### config.mk
export PLATFORM = sky130hd
export DESIGN_NAME = double_ended_queue_core
export DESIGN_NICKNAME = d
export VERILOG_FILES = /design/src/hdl/deq_pkg.sv /design/src/hdl/double_ended_queue_core.sv
export SDC_FILE = /design/constraint.sdc
export NUM_CORES = 1
export LEC_CHECK = 0
export BUFFER_PORTS_ARGS = -buffer_cell sky130_fd_sc_hd__buf_4
export CAP_MARGIN = 20
export CORE_UTILIZATION = 38
export DETAILED_ROUTE_END_ITERATION = 6
export GPL_TIMING_DRIVEN = 0
export SLEW_MARGIN = 20
export SYNTH_ARGS = -nofsm -noshare
export SYNTH_HDL_FRONTEND = slang
export SYNTH_SLANG_ARGS = --single-unit
export TNS_END_PERCENT = 1
### constraint.sdc
create_clock -name i_clk -period 4.9 [get_ports i_clk]
set_input_delay 0.98 -clock i_clk [delete_from_list [all_inputs] [get_ports i_clk]]
set_output_delay 0.98 -clock i_clk [all_outputs]
set_load 0.05 [all_outputs]
### src/hdl/deq_pkg.sv
// Shared constants for the double-ended queue: command and status codes,
// field widths and parameter defaults.
// No dependencies.
package deq_pkg;

    localparam int DEQ_DEPTH      = 16;
    localparam int DEQ_DATA_WIDTH = 32;

    localparam int CMD_W   = 3;
    localparam int VALUE_W = 32;
    localparam int STAT_W  = 2;

    localparam logic [CMD_W-1:0] CMD_PUSH_FRONT = 3'd0;
    localparam logic [CMD_W-1:0] CMD_PUSH_BACK  = 3'd1;
    localparam logic [CMD_W-1:0] CMD_POP_FRONT  = 3'd2;
    localparam logic [CMD_W-1:0] CMD_POP_BACK   = 3'd3;
    localparam logic [CMD_W-1:0] CMD_PEEK_FRONT = 3'd4;
    localparam logic [CMD_W-1:0] CMD_PEEK_BACK  = 3'd5;
    localparam logic [CMD_W-1:0] CMD_CLEAR      = 3'd6;

    localparam logic [STAT_W-1:0] STAT_OK    = 2'd0;
    localparam logic [STAT_W-1:0] STAT_EMPTY = 2'd1;
    localparam logic [STAT_W-1:0] STAT_FULL  = 2'd2;

endpackage

### src/hdl/double_ended_queue_core.sv
// Push, clear, unused commands and reads of an empty queue put their result beat in the
// output register in the cycle after acceptance; a pop or peek that reads the store
// passes through the read state and the store's registered read port first.
// Throughput: one command per cycle while results are taken; store reads block the next one.
// Reset (synchronous, active low) clears both indices, the count and the control state
// and holds the input off; the entry store is never cleared. Depends on deq_pkg.
module double_ended_queue_core #(
    parameter int DEPTH      = deq_pkg::DEQ_DEPTH,
    parameter int DATA_WIDTH = deq_pkg::DEQ_DATA_WIDTH,
    parameter int CNT_W      = $clog2(DEPTH + 1)
) (
    input  logic                                     i_clk,
    input  logic                                     i_rst_n,
    // slave side: one command beat
    input  logic                                     i_s_tvalid,
    output logic                                     o_s_tready,
    input  logic [deq_pkg::VALUE_W-1:0]              i_s_tdata,  // [31:0] value
    input  logic [deq_pkg::CMD_W-1:0]                i_s_tuser,  // [2:0] command
    // master side: one result beat per command
    output logic                                     o_m_tvalid,
    input  logic                                     i_m_tready,
    output logic [deq_pkg::VALUE_W-1:0]              o_m_tdata,  // [31:0] data
    // from bit 0: status (2), is_empty (1), count (CNT_W)
    output logic [deq_pkg::STAT_W+CNT_W:0]           o_m_tuser
);
    import deq_pkg::*;

    localparam int AW    = (DEPTH > 1) ? $clog2(DEPTH) : 1;
    localparam int EXT_W = (DATA_WIDTH > VALUE_W) ? DATA_WIDTH : VALUE_W;

    localparam logic S_IDLE = 1'b0;
    localparam logic S_READ = 1'b1;

    localparam logic [AW-1:0] LAST_SLOT = AW'(DEPTH - 1);

    // ring store
    logic [DATA_WIDTH-1:0] r_mem [DEPTH];
    logic [DATA_WIDTH-1:0] r_rd_data;

    // control state
    logic             r_state;
    logic [AW-1:0]    r_front, n_front;
    logic [AW-1:0]    r_back,  n_back;
    logic [CNT_W-1:0] r_count, n_count;

    // output register
    logic               r_out_valid;
    logic [VALUE_W-1:0] r_out_data;
    logic [STAT_W-1:0]  r_out_status;
    logic [CNT_W-1:0]   r_out_count;

    logic                     w_accept;
    logic [CMD_W-1:0]         w_cmd;
    logic                     w_empty, w_full;
    logic [AW-1:0]            w_front_up, w_front_dn, w_back_up, w_back_dn;
    logic                     w_we, w_re;
    logic [AW-1:0]            w_addr;
    logic [STAT_W-1:0]        w_status;
    logic [VALUE_W-1:0]       w_data;
    logic signed [EXT_W-1:0]  w_val_ext;
    logic signed [EXT_W-1:0]  w_rd_ext;

    assign w_cmd   = i_s_tuser;
    assign w_empty = (r_count == '0);
    assign w_full  = (r_count == CNT_W'(DEPTH));

    // Take a new command only out of reset, with no read in flight and the output
    // free next cycle.
    assign o_s_tready = i_rst_n && (r_state == S_IDLE) && (!r_out_valid || i_m_tready);
    assign w_accept   = i_s_tvalid && o_s_tready;

    // wrap the indices around a ring of any depth
    assign w_front_up = (r_front == LAST_SLOT) ? '0 : r_front + 1'b1;
    assign w_front_dn = (r_front == '0) ? LAST_SLOT : r_front - 1'b1;
    assign w_back_up  = (r_back == LAST_SLOT) ? '0 : r_back + 1'b1;
    assign w_back_dn  = (r_back == '0) ? LAST_SLOT : r_back - 1'b1;

    // The pushed word keeps its low DATA_WIDTH bits; a read sign-extends them back.
    assign w_val_ext = EXT_W'($signed(i_s_tdata));
    assign w_rd_ext  = EXT_W'($signed(r_rd_data));

    // Decode the command: next indices and count, store access, immediate result.
    always_comb begin
        n_front  = r_front;
        n_back   = r_back;
        n_count  = r_count;
        w_we     = 1'b0;
        w_re     = 1'b0;
        w_addr   = r_front;
        w_status = STAT_OK;
        w_data   = '0;
        case (w_cmd)
            CMD_PUSH_FRONT: begin
                if (w_full) begin
                    w_status = STAT_FULL;
                end else begin
                    w_we    = w_accept;
                    w_addr  = w_front_dn;
                    n_front = w_front_dn;
                    n_count = r_count + 1'b1;
                end
            end
            CMD_PUSH_BACK: begin
                if (w_full) begin
                    w_status = STAT_FULL;
                end else begin
                    w_we    = w_accept;
                    w_addr  = r_back;
                    n_back  = w_back_up;
                    n_count = r_count + 1'b1;
                end
            end
            CMD_POP_FRONT: begin
                if (w_empty) begin
                    w_status = STAT_EMPTY;
                    w_data   = '1;
                end else begin
                    w_re    = w_accept;
                    w_addr  = r_front;
                    n_front = w_front_up;
                    n_count = r_count - 1'b1;
                end
            end
            CMD_POP_BACK: begin
                if (w_empty) begin
                    w_status = STAT_EMPTY;
                    w_data   = '1;
                end else begin
                    w_re    = w_accept;
                    w_addr  = w_back_dn;
                    n_back  = w_back_dn;
                    n_count = r_count - 1'b1;
                end
            end
            CMD_PEEK_FRONT: begin
                if (w_empty) begin
                    w_status = STAT_EMPTY;
                    w_data   = '1;
                end else begin
                    w_re   = w_accept;
                    w_addr = r_front;
                end
            end
            CMD_PEEK_BACK: begin
                if (w_empty) begin
                    w_status = STAT_EMPTY;
                    w_data   = '1;
                end else begin
                    w_re   = w_accept;
                    w_addr = w_back_dn;
                end
            end
            CMD_CLEAR: begin
                n_front = '0;
                n_back  = '0;
                n_count = '0;
            end
            default: begin
            end
        endcase
    end

    // Store: one write or one registered read per accepted command.
    always_ff @(posedge i_clk) begin
        if (w_we) begin
            r_mem[w_addr] <= w_val_ext[DATA_WIDTH-1:0];
        end
        if (w_re) begin
            r_rd_data <= r_mem[w_addr];
        end
    end

    // Control: indices, count, read sequencing and the output valid flag.
    always_ff @(posedge i_clk) begin
        if (!i_rst_n) begin
            r_state     <= S_IDLE;
            r_front     <= '0;
            r_back      <= '0;
            r_count     <= '0;
            r_out_valid <= 1'b0;
        end else begin
            if (w_accept) begin
                r_front <= n_front;
                r_back  <= n_back;
                r_count <= n_count;
                if (w_re) begin
                    r_state <= S_READ;
                end
            end
            if (r_state == S_READ) begin
                // store data has arrived: release the result beat
                r_state <= S_IDLE;
            end
            // raise valid for a finished result, drop it once the beat is taken
            if ((w_accept && !w_re) || (r_state == S_READ)) begin
                r_out_valid <= 1'b1;
            end else if (i_m_tready) begin
                r_out_valid <= 1'b0;
            end
        end
    end

    // Result payload: status and count at acceptance, read data once the store read returns.
    always_ff @(posedge i_clk) begin
        if (w_accept) begin
            r_out_status <= w_status;
            r_out_count  <= n_count;
            r_out_data   <= w_data;
        end
        if (r_state == S_READ) begin
            r_out_data <= w_rd_ext[VALUE_W-1:0];
        end
    end

    assign o_m_tvalid = r_out_valid;
    assign o_m_tdata  = r_out_data;
    assign o_m_tuser  = {r_out_count, (r_out_count == '0), r_out_status};

endmodule

Yosys cells after proc, flatten, opt, wreduce, memory -nomap -nowiden
Memories as Yosys holds them, arrays and structs flattened. A register that Yosys moved wholly into a read port is not among the register bits.
Cells that the tools add are included.
Widths: inputs -> output; s select.
- add/subtract/negate cells: 6
- reduce and logical (&&, ||, !) cells: 24
- eq/ne operators: 12
- bitwise operators: 3
- mux-type cells: 32
- operators by type and width (cell ; count):
    $mux 32 ; 4
    $mux 4 ; 10
    $pmux 4 s3 ; 3
    $pmux 5 s3 ; 1
    $logic_not 5->1 ; 2
    $mux 1 ; 10
    $mux 5 ; 2
    $eq 3x3->1 const B ; 3
    $add 4x1->4 const B ; 2
    $eq 4x4->1 const B ; 2
    $logic_not 4->1 ; 2
    $sub 4x1->4 const B ; 2
    $eq 3x2->1 const B ; 2
    $ne 2x2->1 const B ; 3
    $reduce_bool 3->1 ; 2
    $reduce_or 2->1 ; 3
    $add 5x1->5 const B ; 1
    $eq 5x5->1 const B ; 1
    $sub 5x1->5 const B ; 1
    $logic_and 1x1->1 ; 4
    $pmux 2 s2 ; 1
    $reduce_and 4->1 ; 1
    $reduce_bool 2->1 ; 2
    $reduce_or 4->1 ; 1
    other kinds (8) ; 12
- bits of input ports: 39
- register bits after elaboration: 54
- output and inout port bits: 42
- logic and storage cells: 86
- bits in writable memories: 512
- memories: 1
- memories (memory ; words ; width ; read ports ; clocked after memory_dff ; write ports ; line ; text):
    r_mem ; 16 ; 32 ; 1 ; 1 ; 1 ; double_ended_queue_core.sv:37 ; logic [DATA_WIDTH-1:0] r_mem [DEPTH];

Depth between registers and ports, before layout
- depth in word-level cells: 10
- depth in mapped cells: 12
- mapped depth without buffers: 9

Worst setup path after synthesis
No wires, ideal clock.
- path kind: input-to-reg
- start: in i_s_tuser[0] in the netlist's numbering
- end: mem r_mem[11][0] in the netlist's numbering, enable pin
- data arrival time: 4003 ps
- stages: 9
- slack: 476 ps
- buffers on the path: 3
- setup time: 421 ps
- data required time: 4479 ps
- cells stage by stage: clkbuf_1 -> nand2_1 -> a2111oi_4 -> nor2_1 -> nand2_1 -> clkbuf_1 -> buf_1 -> nand3_1 -> nor2_1
- cells in the longest elaborated chain, start to end: 5
- elaborated cells on any way between the ends: 10
- classes of those cells: eq/ne (3); mux (4); reduce/logical (3)
- RTL lines (what ; line ; text):
    start: declaration ; double_ended_queue_core.sv:18 ; input logic [deq_pkg::CMD_W-1:0] i_s_tuser,
    $eq 3x1->1 / $logic_not 3->1 (equally long branches) ; double_ended_queue_core.sv:92 ; case (w_cmd)
    $reduce_or 2->1 (no line) ; n/a ;
    $mux 1 ; n/a ;
    $mux 1 ; double_ended_queue_core.sv:165 ; if (w_we) begin
    $mux 1 (not written as such) ; double_ended_queue_core.sv:166 ; r_mem[w_addr] <= w_val_ext[DATA_WIDTH-1:0];
    end: declaration ; double_ended_queue_core.sv:37 ;
Parallel ways exist; a longest one is shown, timed or not.

Worst setup path in the final report
- start: reg r_count[0]
- end: mem r_mem[15][1] in the netlist's numbering, enable pin
- cells in the longest elaborated chain, start to end: 5
- elaborated cells on any way between the ends: 10
- classes of those cells: eq/ne (1); mux (8); reduce/logical (1)
- RTL lines (what ; line ; text):
    start: declaration ; double_ended_queue_core.sv:44 ; logic [CNT_W-1:0] r_count, n_count;
    start signal: assignment ; double_ended_queue_core.sv:185 ; r_count <= n_count;
    $eq 5x5->1 ; double_ended_queue_core.sv:65 ; assign w_full = (r_count == CNT_W'(DEPTH));
    $mux 1 ; double_ended_queue_core.sv:94, double_ended_queue_core.sv:104 ;
    $mux 1 ; n/a ;
    $mux 1 ; double_ended_queue_core.sv:165 ;
    $mux 1 (not written as such) ; double_ended_queue_core.sv:166 ;
Parallel ways exist; a longest one is shown, timed or not.

==> impl_metrics.env <==
export IMPL_fp_dieW_um=254
export IMPL_syn_inst=1692
export IMPL_synth_async_reset_ratio_pct=0
export IMPL_boundaryPins=81
export IMPL_dieArea_sq_um=64500
export IMPL_startpoint="r_count[0]"
export IMPL_setup_viol=0
export IMPL_viasPerCell=5.64
export IMPL_ant_nets=0
export IMPL_wl_met2_um=31300
export IMPL_num_antenna_cells=0
export IMPL_crit_path_max_fanout=18
export IMPL_dp_hpwl_um=44000
export IMPL_critPathKind="flop to flop"
export IMPL_cap_violations=0
export IMPL_postLayoutCoreUtil_pct=45.0
export IMPL_avgSynthCellArea_sq_um=14.3
export IMPL_initial_core_util_pct=38.4
export IMPL_cts_tree="built"
export IMPL_power_uw=12100
export IMPL_core_area_sq_um=62900
export IMPL_drv_slew=0
export IMPL_period_share_pct=97.8
export IMPL_holdCritStartpoint="r_rd_data[29]"
export IMPL_yosysWarnings=0
export IMPL_arrival_ns=5.12
export IMPL_pre_cts_slack_ns=-0.291
export IMPL_final_hold_viol_count=0
export IMPL_grt_ovfl_total=0
export IMPL_p_leak_uw=0.00942
export IMPL_cts_buffers=61
export IMPL_cts_num_sinks=598
export IMPL_synth_area_sq_um=24100
export IMPL_ys_seq_area_share_pct=73.8
export IMPL_gp_congestion=0.831
export IMPL_grt_max_degree=33
export IMPL_cp_slowest_stage_delay_ns=0.68
export IMPL_p_per_area_nw_per_um2=428
export IMPL_slew_limit_headroom_pct=31.9
export IMPL_fmax_mhz=209
export IMPL_synth_edf_count=583
export IMPL_cts_clk_slew_worst_paths_ns=0.06
export IMPL_start_kind="flop"
export IMPL_tightest_slew_ns=1.02
export IMPL_reg2reg_from="r_count[0]"
export IMPL_vias=15500
export IMPL_grt_usage_pct=20.5
export IMPL_grt_pass1_vias=15100
export IMPL_drt_met1_wl_um=27900
export IMPL_fin_area_sq_um=28300
export IMPL_outcome="finished, final reports clean"
export IMPL_drt_wl_total_um=66100
export IMPL_ys_types=61
export IMPL_clk_latency_ns=0.65
export IMPL_avgRoutedWirePerCell_um=24.0
export IMPL_crit_required_ns=5.23
export IMPL_layout_area_overhead_vs_synth_pct=17.2
export IMPL_first_iter_violations=1628
export IMPL_whs_ns=0.514
export IMPL_drive_gt1_share_pct=13.4
export IMPL_syn_num_nets=1741
export IMPL_hold_class="flop to flop"
export IMPL_path_cells="inv_1, ha_1, or4b_1, buf_2, o211ai_1, a221oi_2, nand2_2, buf_6, buf_6, clkbuf_1, nand3_1, nor2_4, buf_16"
export IMPL_cts_root_buf="clkbuf_16"
export IMPL_fp_dieH_um=254
export IMPL_post_dp_cell_area_sq_um=26300
export IMPL_crit_top_cell="buf_6"
export IMPL_first_pass_iters=5
export IMPL_rows=92
export IMPL_worstSetupEndpointType="flop"
export IMPL_nets=1901
export IMPL_port_buffers=80
export IMPL_synth_top_cells_by_area="edfxtp_1 (73%), nand2_1 (5.2%), a311oi_1 (4.6%)"
export IMPL_grt_setup_unrepaired="no"
export IMPL_antenna_found_initial=0
export IMPL_drc=0
export IMPL_vdd_ir_drop_max_uv=278
export IMPL_top_layer="met4"
export IMPL_yosys_most_used_dff="edfxtp_1"
export IMPL_final_setup_worst_slack_ns=0.107
export IMPL_ys_ff_latch=598
export IMPL_dr_wl_met3_um=4940
export IMPL_grt_pass1_wl_um=97100
export IMPL_synth_top_area_share_pct=72.6
export IMPL_clock_skew_ns=0.0364
export IMPL_post_route_min_period_ns=4.79
export IMPL_max_clock_path_buffers=3
export IMPL_synth_top_area_cell="edfxtp_1"
export IMPL_slowest_stage="nor2_4"
export IMPL_cts_htree_levels=2
export IMPL_fillers=5585
==> area by class of cell <==
| class | instances | area (sq um) | area share, % |
|---|---|---|---|
| multi-input cells | 942 | 5810 | 20.5 |
| inverters | 16 | 60.1 | 0.212 |
| repair buffers | 98 | 1040 | 3.69 |
| plain buffers | 135 | 588 | 2.08 |
| flip-flops and latches | 598 | 17800 | 62.9 |
| well taps | 846 | 1060 | 3.74 |
| clock buffers | 81 | 1620 | 5.74 |
| clock inverters | 34 | 295 | 1.04 |
==> flip-flops by register name (all words and copies together), names as in the netlist <==
name          flops
r_mem           512
o_m_tdata        32
r_rd_data        32
r_count           5
r_out_count       5
r_back            4
r_front           4
r_out_status      2
o_m_tvalid        1
r_state           1
==> cells in the mapped netlist (5+ instances only) <==
cell type / n
buf_4: 5
nand2_1: 334
buf_2: 32
a21o_1: 7
o21ai_0: 14
or4_1: 33
a31oi_1: 5
and3_1: 130
dfxtp_1: 15
a211oi_1: 131
nand2b_1: 5
ha_1: 10
inv_1: 15
nor2_1: 40
a311oi_1: 127
a21oi_1: 12
buf_1: 9
edfxtp_1: 583
nor3_1: 8
clkbuf_1: 87
nand3_1: 27
==> final timing paths <==
kind	end	slack, ns	cells after the start
hold reg to reg	o_m_tdata[29]	0.51	2
setup / recovery	r_mem[15][1]	0.11	13
setup reg to reg	r_mem[15][1]	0.11	13
hold / removal	o_m_tdata[29]	0.51	2
==> critical path, delay by kind of cell, from the launching register on <==
family	cells	cell delay (ns)
and+or+nand+nor	4	1.93
DFF	1	0.34
adders and majority gates	1	0.33
AOI/OAI and AO/OA	2	0.28
buffers and inverters	6	1.59
==> cell usage in the layout (no fill, tap or decap), types with 8 or more instances in the layout <==
cell type / n
clkbuf_16: 62
clkbuf_1: 105
nand3_1: 27
edfxtp_1: 583
buf_4: 85
or4_1: 33
and3_1: 130
ha_1: 10
a211oi_1: 131
clkinv_2: 10
nor2_1: 23
buf_2: 32
buf_16: 11
nor3_1: 8
dfxtp_1: 15
a311oi_1: 127
nand2_1: 333
buf_1: 9
a21oi_1: 12
o21ai_0: 14
clkinv_1: 14
inv_1: 15
nor2_4: 17
==> layer usage <==
metal,GRT usage (%),up-vias
met4,7.28,0
li1,-,6940
met5,0,-
met3,3.33,128
met2,33.4,671
met1,27.7,7759
==> stage by stage <==
step	TNS, ns	instances
2_1_floorplan	0	1692
4_1_cts	0	2749
5_1_grt	0	2750
6_report	0	2750
3_5_place_dp	-45.35	2635
3_3_place_gp	-862.81	2618
==> kinds of logic (layout without fill, tap and decap cells) <==
family,count (synthesis),after routing,synth area share [%]
flops,598,598,73.8
simple gates,597,597,11.8
compound gates,326,326,10.8
buf+inv,152,364,2.70
fa+ha+maj,10,10,0.519
mux,5,5,0.213
xor+xnor,4,4,0.145
==> power breakdown <==
| part | switching, uW | internal, uW | total (uW) |
|---|---|---|---|
| Combinational | 1340 | 524 | 1860 |
| Clock | 1970 | 2490 | 4470 |
| Sequential | 24.6 | 5750 | 5770 |
==> repair_timing <==
| action | 4_1_cts | 5_1_grt |
|---|---|---|
| hold buffers | 0 | 0 |
| buffers inserted | 0 | 1 |
| gates resized for setup | 0 | 1 |
| setup endpoints to repair | 146 | 138 |
| pin swaps | 1 | 2 |
No activity file was read; power rests on OpenSTA's default activity.
